$ cat config.mk
export PLATFORM = sky130hd
export DESIGN_NAME = seven_segment_glyph_rasterizer_core
export DESIGN_NICKNAME = d
export VERILOG_FILES = /design/src/hdl/ssgr_pkg.sv /design/src/hdl/seven_segment_glyph_rasterizer_core.sv /design/src/hdl/ssgr_geom.sv /design/src/hdl/ssgr_row.sv /design/src/hdl/ssgr_col.sv
export SDC_FILE = /design/constraint.sdc
export NUM_CORES = 1
export LEC_CHECK = 0
export ABC_AREA = 1
export BUFFER_PORTS_ARGS = -buffer_cell sky130_fd_sc_hd__buf_2
export CAP_MARGIN = 20
export CORE_MARGIN = 5
export CORE_UTILIZATION = 40
export CTS_CLUSTER_SIZE = 30
export DETAILED_ROUTE_END_ITERATION = 16
export GPL_TIMING_DRIVEN = 1
export SYNTH_ARGS = -nofsm -noshare
export SYNTH_HDL_FRONTEND = slang
export SYNTH_SLANG_ARGS = --single-unit
$ cat constraint.sdc
create_clock -name clk -period 14.77 [get_ports clk]
set_input_delay 3.6925 -clock clk [delete_from_list [all_inputs] [get_ports clk]]
set_output_delay 3.6925 -clock clk [all_outputs]
set_load 0.02 [all_outputs]
$ cat src/hdl/ssgr_pkg.sv
// Shared types, constants and helper functions for the seven-segment glyph rasterizer.
`default_nettype none

package ssgr_pkg;

  localparam int MAX_GLYPH_SIZE = 128;
  localparam int SIZE_W         = 8;
  localparam int COORD_W        = 10;
  localparam int BPR_W          = 5;

  localparam logic [SIZE_W-1:0] GLYPH_SIZE_RST = 8'd48;

  // Register byte addresses (paddr[2] picks the register word).
  localparam logic REG_GLYPH_SIZE = 1'b0;

  // Division by 12 and 6 via reciprocal 171/2048, exact for 0..255.
  localparam logic [15:0] RECIP_12 = 16'd171;

  localparam logic [7:0] SEG_A  = 8'h01;
  localparam logic [7:0] SEG_B  = 8'h02;
  localparam logic [7:0] SEG_C  = 8'h04;
  localparam logic [7:0] SEG_D  = 8'h08;
  localparam logic [7:0] SEG_E  = 8'h10;
  localparam logic [7:0] SEG_F  = 8'h20;
  localparam logic [7:0] SEG_G1 = 8'h40;
  localparam logic [7:0] SEG_G2 = 8'h80;

  localparam logic [7:0] DIGIT_SEGS [16] = '{
    SEG_A | SEG_B | SEG_C | SEG_D | SEG_E | SEG_F,
    SEG_B | SEG_C,
    SEG_A | SEG_B | SEG_D | SEG_E | SEG_G1,
    SEG_A | SEG_B | SEG_C | SEG_D | SEG_G1,
    SEG_B | SEG_C | SEG_F | SEG_G1,
    SEG_A | SEG_C | SEG_D | SEG_F | SEG_G1,
    SEG_A | SEG_C | SEG_D | SEG_E | SEG_F | SEG_G1,
    SEG_A | SEG_B | SEG_C,
    SEG_A | SEG_B | SEG_C | SEG_D | SEG_E | SEG_F | SEG_G1,
    SEG_A | SEG_B | SEG_C | SEG_D | SEG_F | SEG_G1,
    SEG_A | SEG_B | SEG_C | SEG_E | SEG_F | SEG_G1,
    SEG_B | SEG_C | SEG_D | SEG_E | SEG_F | SEG_G1,
    SEG_A | SEG_D | SEG_E | SEG_F,
    SEG_B | SEG_C | SEG_D | SEG_E | SEG_G1,
    SEG_A | SEG_D | SEG_E | SEG_F | SEG_G1,
    SEG_A | SEG_E | SEG_F | SEG_G1
  };

  typedef logic signed [COORD_W-1:0] coord_t;

  // Geometry derived from the glyph size register.
  typedef struct packed {
    logic [SIZE_W-1:0] size;
    logic [BPR_W-1:0]  bpr;
    coord_t            thick;
    coord_t            xm;
    coord_t            xr;
    coord_t            yt;
    coord_t            yb;
    coord_t            ym;
    coord_t            up_end;
    coord_t            lo_start;
  } geom_t;

  // Row-stage result handed to the column stage.
  typedef struct packed {
    logic       valid;
    logic       outside;
    logic [3:0] col;
    logic       hbar;
    logic       vleft;
    logic       vright;
  } row_info_t;

  function automatic geom_t geom_calc(input logic [SIZE_W-1:0] raw);
    logic [SIZE_W-1:0] s;
    logic [15:0]       prod;
    logic [4:0]        d12;
    logic [5:0]        d6;
    geom_t             g;
    s    = (raw > SIZE_W'(MAX_GLYPH_SIZE)) ? SIZE_W'(MAX_GLYPH_SIZE) : raw;
    prod = 16'(s) * RECIP_12;
    d12  = prod[15:11];
    d6   = prod[15:10];
    g.size     = s;
    g.bpr      = BPR_W'((9'(s) + 9'd7) >> 3);
    g.thick    = (d12 < 5'd2) ? COORD_W'(2) : coord_t'({5'b0, d12});
    g.xm       = coord_t'({4'b0, d6});
    g.xr       = coord_t'({2'b0, s}) - coord_t'(1) - g.xm;
    g.yt       = coord_t'({5'b0, s[7:3]});
    g.yb       = coord_t'({2'b0, s}) - coord_t'(1) - g.yt;
    g.ym       = coord_t'({3'b0, s[7:1]}) - g.thick;
    g.up_end   = g.ym - coord_t'(1);
    g.lo_start = g.ym + g.thick + coord_t'(1);
    return g;
  endfunction

  function automatic logic [7:0] char_segs(input logic [7:0] code);
    logic [7:0] segs;
    segs = 8'h00;
    if (code >= 8'h30 && code <= 8'h39) begin
      segs = DIGIT_SEGS[4'(code - 8'h30)];
    end else if (code >= 8'h41 && code <= 8'h46) begin
      segs = DIGIT_SEGS[4'(code - 8'h41 + 8'd10)];
    end else if (code >= 8'h61 && code <= 8'h66) begin
      segs = DIGIT_SEGS[4'(code - 8'h61 + 8'd10)];
    end
    return segs;
  endfunction

  // Inclusive span test; reversed ends cover the same range.
  function automatic logic in_span(input coord_t v, input coord_t lo, input coord_t hi);
    return (v >= lo && v <= hi) || (v >= hi && v <= lo);
  endfunction

endpackage

`default_nettype wire

$ cat src/hdl/seven_segment_glyph_rasterizer_core.sv
// Top level of the seven-segment glyph rasterizer: config port and three-stage pipeline.
`default_nettype none

// Channel   Direction  Handshake            Payload
// in_       request    in_valid/in_stall    char_code, row_index, byte_column
// out_      result     out_valid/out_stall  pixel_byte, outside_glyph
// config    APB write  psel/penable/pwrite  glyph_size at byte address 0
//
// One request per cycle is sustained while out_stall does not hold the pipe.
// Stage 1 captures the request and decodes segments, stage 2 tests
// the row against each bar, stage 3 tests the eight pixel columns.
// The whole pipe advances together; it holds only while a result sits in the
// output register with out_stall high, and in_stall follows that condition.
// Reset (synchronous, rst_n low) empties the pipe and loads glyph size 48.

module seven_segment_glyph_rasterizer_core (
  input  wire logic        clk,
  input  wire logic        rst_n,
  // request channel
  input  wire logic        in_valid,
  output logic             in_stall,
  input  wire logic [7:0]  in_char_code,
  input  wire logic [6:0]  in_row_index,
  input  wire logic [3:0]  in_byte_column,
  // result channel
  output logic             out_valid,
  input  wire logic        out_stall,
  output logic [7:0]       out_pixel_byte,
  output logic             out_outside_glyph,
  // config port
  input  wire logic        psel,
  input  wire logic        penable,
  input  wire logic        pwrite,
  input  wire logic [2:0]  paddr,
  input  wire logic [31:0] pwdata,
  output logic      [31:0] prdata,
  output logic             pready
);

  ssgr_pkg::geom_t     geom;
  ssgr_pkg::row_info_t row_info;
  logic                adv;
  logic                s1_valid;

  // Pipe moves when the output register is empty or being drained.
  assign adv      = !out_valid || !out_stall;
  assign in_stall = !adv;

  ssgr_geom u_geom (
    .clk     (clk),
    .rst_n   (rst_n),
    .psel    (psel),
    .penable (penable),
    .pwrite  (pwrite),
    .paddr   (paddr),
    .pwdata  (pwdata),
    .prdata  (prdata),
    .pready  (pready),
    .geom    (geom)
  );

  ssgr_row u_row (
    .clk            (clk),
    .rst_n          (rst_n),
    .adv            (adv),
    .in_valid       (in_valid),
    .in_char_code   (in_char_code),
    .in_row_index   (in_row_index),
    .in_byte_column (in_byte_column),
    .geom           (geom),
    .s1_valid       (s1_valid),
    .row_info       (row_info)
  );

  ssgr_col u_col (
    .clk               (clk),
    .rst_n             (rst_n),
    .adv               (adv),
    .row_info          (row_info),
    .geom              (geom),
    .out_valid         (out_valid),
    .out_pixel_byte    (out_pixel_byte),
    .out_outside_glyph (out_outside_glyph)
  );

  // An accepted request lands in stage 1.
  a_accept_to_s1: assert property (@(posedge clk) disable iff (!rst_n)
    (in_valid && !in_stall) |=> s1_valid)
    else $error("accepted request missing from stage 1");

  // Out-of-glyph results always read all white.
  a_outside_white: assert property (@(posedge clk) disable iff (!rst_n)
    (out_valid && out_outside_glyph) |-> (out_pixel_byte == 8'hFF))
    else $error("outside_glyph result with non-white byte");

  // A zero-size glyph has no inside pixels.
  a_zero_size: assert property (@(posedge clk) disable iff (!rst_n)
    (out_valid && !out_outside_glyph) |-> (geom.size != 8'd0))
    else $error("inside result with zero glyph size");

endmodule

`default_nettype wire

$ cat src/hdl/ssgr_geom.sv
// Glyph size register, APB decode and derived segment geometry.
`default_nettype none

module ssgr_geom (
  input  wire logic                         clk,
  input  wire logic                         rst_n,
  input  wire logic                         psel,
  input  wire logic                         penable,
  input  wire logic                         pwrite,
  input  wire logic [2:0]                   paddr,
  input  wire logic [31:0]                  pwdata,
  output logic      [31:0]                  prdata,
  output logic                              pready,
  output ssgr_pkg::geom_t                   geom
);

  logic [ssgr_pkg::SIZE_W-1:0] size_r;
  ssgr_pkg::geom_t             geom_r;
  logic                        wr_en;

  assign pready = 1'b1;
  assign wr_en  = psel && penable && pwrite && (paddr[2] == ssgr_pkg::REG_GLYPH_SIZE);

  // Geometry is worked out from the write data so it is ready with the register.
  always_ff @(posedge clk) begin
    if (!rst_n) begin
      size_r <= ssgr_pkg::GLYPH_SIZE_RST;
      geom_r <= ssgr_pkg::geom_calc(ssgr_pkg::GLYPH_SIZE_RST);
    end else if (wr_en) begin
      size_r <= pwdata[7:0];
      geom_r <= ssgr_pkg::geom_calc(pwdata[7:0]);
    end
  end

  assign prdata = (paddr[2] == ssgr_pkg::REG_GLYPH_SIZE) ? {24'b0, size_r} : 32'b0;
  assign geom   = geom_r;

endmodule

`default_nettype wire

$ cat src/hdl/ssgr_row.sv
// Stages 1 and 2: request capture, segment decode and per-row bar hits.
`default_nettype none

module ssgr_row (
  input  wire logic                 clk,
  input  wire logic                 rst_n,
  input  wire logic                 adv,
  input  wire logic                 in_valid,
  input  wire logic [7:0]           in_char_code,
  input  wire logic [6:0]           in_row_index,
  input  wire logic [3:0]           in_byte_column,
  input  wire ssgr_pkg::geom_t      geom,
  output logic                      s1_valid,
  output ssgr_pkg::row_info_t       row_info
);

  logic                s1_valid_r;
  logic                s1_outside_r;
  logic [7:0]          s1_segs_r;
  logic [6:0]          s1_row_r;
  logic [3:0]          s1_col_r;
  ssgr_pkg::row_info_t s2_r;
  ssgr_pkg::row_info_t s2_nxt;
  ssgr_pkg::coord_t    y;
  logic                row_a;
  logic                row_d;
  logic                row_g1;
  logic                row_g2;
  logic                row_up;
  logic                row_lo;

  always_ff @(posedge clk) begin
    if (!rst_n) begin
      s1_valid_r <= 1'b0;
    end else if (adv) begin
      s1_valid_r <= in_valid;
    end
  end

  always_ff @(posedge clk) begin
    if (adv) begin
      s1_outside_r <= ({1'b0, in_row_index} >= geom.size) ||
                      ({1'b0, in_byte_column} >= geom.bpr);
      s1_segs_r    <= ssgr_pkg::char_segs(in_char_code);
      s1_row_r     <= in_row_index;
      s1_col_r     <= in_byte_column;
    end
  end

  assign y = ssgr_pkg::coord_t'({3'b0, s1_row_r});

  always_comb begin
    row_a  = (y >= geom.yt) && (y < geom.yt + geom.thick);
    row_d  = (y >= geom.yb) && (y < geom.yb + geom.thick);
    row_g1 = (y >= geom.ym) && (y < geom.ym + geom.thick);
    row_g2 = (y >= geom.lo_start) && (y < geom.lo_start + geom.thick);
    row_up = ssgr_pkg::in_span(y, geom.yt, geom.up_end);
    row_lo = ssgr_pkg::in_span(y, geom.lo_start, geom.yb);

    s2_nxt.valid   = s1_valid_r;
    s2_nxt.outside = s1_outside_r;
    s2_nxt.col     = s1_col_r;
    s2_nxt.hbar    = (|(s1_segs_r & ssgr_pkg::SEG_A)  && row_a)  ||
                     (|(s1_segs_r & ssgr_pkg::SEG_D)  && row_d)  ||
                     (|(s1_segs_r & ssgr_pkg::SEG_G1) && row_g1) ||
                     (|(s1_segs_r & ssgr_pkg::SEG_G2) && row_g2);
    s2_nxt.vleft   = (|(s1_segs_r & ssgr_pkg::SEG_F) && row_up) ||
                     (|(s1_segs_r & ssgr_pkg::SEG_E) && row_lo);
    s2_nxt.vright  = (|(s1_segs_r & ssgr_pkg::SEG_B) && row_up) ||
                     (|(s1_segs_r & ssgr_pkg::SEG_C) && row_lo);
  end

  // Only the valid bit is cleared by reset; the rest just follows the pipe.
  always_ff @(posedge clk) begin
    if (!rst_n) begin
      s2_r.valid <= 1'b0;
    end else if (adv) begin
      s2_r <= s2_nxt;
    end
  end

  assign s1_valid = s1_valid_r;
  assign row_info = s2_r;

endmodule

`default_nettype wire

$ cat src/hdl/ssgr_col.sv
// Stage 3: per-pixel column tests and the output register.
`default_nettype none

module ssgr_col (
  input  wire logic                 clk,
  input  wire logic                 rst_n,
  input  wire logic                 adv,
  input  wire ssgr_pkg::row_info_t  row_info,
  input  wire ssgr_pkg::geom_t      geom,
  output logic                      out_valid,
  output logic [7:0]                out_pixel_byte,
  output logic                      out_outside_glyph
);

  logic             valid_r;
  logic [7:0]       byte_r;
  logic             outside_r;
  logic [7:0]       byte_nxt;
  ssgr_pkg::coord_t x [8];
  logic             black [8];

  // Bit 7 is the leftmost pixel of the byte.
  always_comb begin
    for (int b = 0; b < 8; b++) begin
      x[b] = ssgr_pkg::coord_t'({3'b0, row_info.col, 3'(b)});
      black[b] = (x[b] < ssgr_pkg::coord_t'({2'b0, geom.size})) && (
                 (row_info.hbar && ssgr_pkg::in_span(x[b], geom.xm, geom.xr)) ||
                 (row_info.vleft && x[b] >= geom.xm && x[b] < geom.xm + geom.thick) ||
                 (row_info.vright && x[b] >= geom.xr && x[b] < geom.xr + geom.thick));
      byte_nxt[7-b] = !black[b];
    end
    if (row_info.outside) begin
      byte_nxt = 8'hFF;
    end
  end

  always_ff @(posedge clk) begin
    if (!rst_n) begin
      valid_r <= 1'b0;
    end else if (adv) begin
      valid_r <= row_info.valid;
    end
  end

  always_ff @(posedge clk) begin
    if (adv) begin
      byte_r    <= byte_nxt;
      outside_r <= row_info.outside;
    end
  end

  assign out_valid         = valid_r;
  assign out_pixel_byte    = byte_r;
  assign out_outside_glyph = outside_r;

endmodule

`default_nettype wire

==> metrics.md <==
| Metric | Value |
|---|---|
| Synthesized area | between 10,000 and 15,000 sq um |
| First-pass GRT wire length | between 50,000 and 60,000 um |
| Library cell appearing most often on the critical path | sky130_fd_sc_hd__inv_1 |
| Relative max-transition margin | a little over two fifths |
| Number of antenna violations at the first check in global routing | 0 |
| Static leakage | around 6.4 nW |
| Routed wire length | about 32,000 um |
| Average wire per standard cell | around 16 um |
| Number of flops mapped to enable cells by yosys | 36 |
| Horizontal extent of the die | around 180 um |
| Hold crit path type | reg2reg |
| Top cell family by delay on the critical path | adder cells |
| Remaining Overflow, GRT | 0 |
| Top cells by instance count after synthesis | sky130_fd_sc_hd__inv_1, sky130_fd_sc_hd__nand2_1, sky130_fd_sc_hd__ha_1 |
| Synth unique cells | between 50 and 60 |
| CP Launch Type | input pin |
| Number of antenna repair diodes | 0 |
| Finished Cell Area | between 10,000 and 15,000 sq um |
| Maximum fanout along the worst path | 13 |
| Most frequently used flop master after synthesis | sky130_fd_sc_hd__dfxtp_1 |
| Max Clock Skew | 0.0128 ns |
| Arrival time reported for the critical path endpoint | between 10 and 15 ns |
| Slew @ Worst Pin | 0.865 ns |
| Share of the yosys chip area belonging to registers | between 20% and 30% |
| Dominant cell by count in the synthesized netlist | sky130_fd_sc_hd__inv_1 |
| Achievable Freq | just under 0.1 GHz |
| Clock slew at reported path FFs | around 0.060 ns |
| Post-route fraction of the period consumed by the critical path | between 60% and 70% |
| Clock Path Buffers | 2 |
| Number of cell rows | between 60 and 70 |
| Average size of a mapped cell | 7.29 sq um |
| Detail-routed via count per cell | approximately 5.2 |
| Delay of the slowest cell on the worst path | approximately 0.52 ns |
| Maximum resistive drop on vdd | 0.0000766 V |
| Outcome | finished, final reports clean |
| Largest net degree at the start of global routing | 79 |
| Final worst path period need | 10.10 ns |
| Post-CTS setup buffer count | 0 |
| Pre-CTS WS | about 4.3 ns |
| Share of final-layout standard cells stronger than drive strength 1 | ~8.4% |
| Portion of synthesized cell area occupied by the leading cell type | 20.3% |
| Unrepaired setup endpoints after global routing | false |
| Area of the core | 28,600 sq um |
| Quantity of I/O buffers inserted on ports | 53 |
| Global Route Usage Sum | between 10% and 20% |
| DR vias | 10,476 |
| Number of H-tree levels | 4 |
| Clock tree from TritonCTS | built |
| DRC viols | 0 |
| Setup violators final | 0 |
| Clock root buffer | sky130_fd_sc_hd__clkbuf_16 |
| Classification of the worst setup path | in2reg |
| Hold bufs inserted after CTS | 0 |
| Boundary Pins | roughly 110 |
| Non-filler cells in the finished layout | between 2,000 and 2,500 |
| Number of sinks on the clock net | 121 |
| Residual antenna-violating net count after detailed routing | 0 |
| Number of nets in the layout | 1,905 |
| Area leader, netlist | sky130_fd_sc_hd__ha_1 |
| Clk_lat worst skew | between 0.4 and 0.5 ns |
| Setup crit end kind | flop |
| Count of routing violations after the opening detailed-route iteration | between 700 and 800 |
| Cell types with the largest area share after synthesis | sky130_fd_sc_hd__ha_1, sky130_fd_sc_hd__dfxtp_1, sky130_fd_sc_hd__edfxtp_1 |
| Bufs and invs on worst path | 10 |
| Final Hold Viols | 0 |
| Summed negative setup slack over all endpoints | 0 ns |
| Async set-or-reset flop fraction in the synthesized netlist | 0% |
| Required time of the worst setup path | roughly 15 ns |
| DRT Pass-1 Iters | 5 |
| Die area | 32,400 sq um |
| Minimum setup slack in the final design | 4.67 ns |
| Count of mapped cells out of synthesis | around 1,600 |
| Post-cts repair resize count | 0 |
| Die Y-Extent | 180 um |
| Synth warnings | 0 |
| Areal power density over the cells | just over 100 nW/um^2 |
| DP Cell Count | about 2,000 |
| Starting Density | 40.4% |
| Post-place instance area | around 12,000 sq um |
| Vias in the first global route | 10,001 |
| Routability congestion estimate | between 0.9 and 1 |
| Total CTS buffers | 17 |
| Max_cap viols | 0 |
| Slowest library cell on the worst path | sky130_fd_sc_hd__fa_1 |
| Synth Register Bits | about 120 |
| Count of final max-slew check failures | 0 |
| Post-DP HPWL | 24,600 um |
| Post-synthesis to final-layout area growth | 10.7% |
-- metrics by stage --
step                util (%)  power (mW)  hold WS (ns)
floorplan                  -       0.738         0.400
global placement        42.5       0.850         0.401
detailed placement      42.5       0.857         0.406
CTS                     44.7        1.32         0.417
global route            44.7        1.41         0.421
finish                  44.7        1.32         0.416
-- worst paths after layout --
check / slack (ns) / end / cells past startpoint / startpoint
min reg2reg: 0.42 / u_row.row_info[5] / 0 / u_row.s1_col_r[2]
min: 0.42 / u_row.row_info[5] / 0 / u_row.s1_col_r[2]
max: 4.67 / u_geom.geom[8] / 39 / pwdata[7]
max reg2reg: 11.08 / u_col.out_pixel_byte[3] / 17 / u_geom.geom[70]
-- flip-flops by register name, indices dropped and copies added (netlist names), 4 cells and up --
register and cells:
u_row.s1_col_r 4, u_row.row_info 9, u_row.s1_segs_r 7, u_col.out_pixel_byte 8, u_geom.geom 74, u_row.s1_row_r 7
u_geom.size_r 8
-- cells by family (layout without fill, tap and decap cells) --
group	count (synthesis)	in the layout	synth area share, %
xor+xnor	40	40	3.03
compound gates	343	343	16.9
buf+inv	340	378	11.8
simple gates	534	534	20.5
fa+ha+maj	207	207	23.6
flops	121	121	24.1
other cells	2	27	0.0650
-- report_power, final --
| group | internal [mW] | leakage, nW | switching [mW] |
|---|---|---|---|
| sequential | 0.358 | 1.05 | 0.0175 |
| combinational | 0.167 | 5.03 | 0.314 |
| clock | 0.290 | 0.317 | 0.170 |
| total | 0.815 | 6.40 | 0.501 |
-- layout make-up --
class / instances / area, sq um
clock inverter: 11 / 154
multi-input combinational: 1151 / 7500
clock buffer: 21 / 487
sequential: 121 / 2780
fill: 2926 / 15800
inverter: 284 / 1070
timing repair buffer: 62 / 330
tap: 384 / 480
-- layer usage --
layer | global-route usage (%) | routed length (um) | up-vias
met2 | 31.3 | 14300 | 255
met4 | 5.20 | 607 | 0
met5 | 0 | 0 | -
li1 | - | - | 5336
met3 | 2.79 | 1470 | 44
met1 | 27.6 | 15300 | 4841
-- cells in the final DEF, fill, tap and decap left out, types with 7 or more instances in the layout --
cell	n
sky130_fd_sc_hd__inv_1	275
sky130_fd_sc_hd__nand2_1	261
sky130_fd_sc_hd__ha_1	188
sky130_fd_sc_hd__a21oi_1	149
sky130_fd_sc_hd__nor2_1	116
sky130_fd_sc_hd__o21ai_0	106
sky130_fd_sc_hd__dfxtp_1	85
sky130_fd_sc_hd__nand3_1	71
sky130_fd_sc_hd__buf_2	53
sky130_fd_sc_hd__edfxtp_1	36
sky130_fd_sc_hd__xor2_1	27
sky130_fd_sc_hd__conb_1	27
sky130_fd_sc_hd__o211ai_1	24
sky130_fd_sc_hd__nand4_1	23
sky130_fd_sc_hd__fa_1	19
sky130_fd_sc_hd__clkbuf_16	19
sky130_fd_sc_hd__nor3_1	17
sky130_fd_sc_hd__nand2_2	13
sky130_fd_sc_hd__xnor2_1	13
sky130_fd_sc_hd__o31ai_1	9
sky130_fd_sc_hd__inv_2	8
sky130_fd_sc_hd__buf_4	8
sky130_fd_sc_hd__o221ai_1	7
Power figures use the tool's default switching activity.
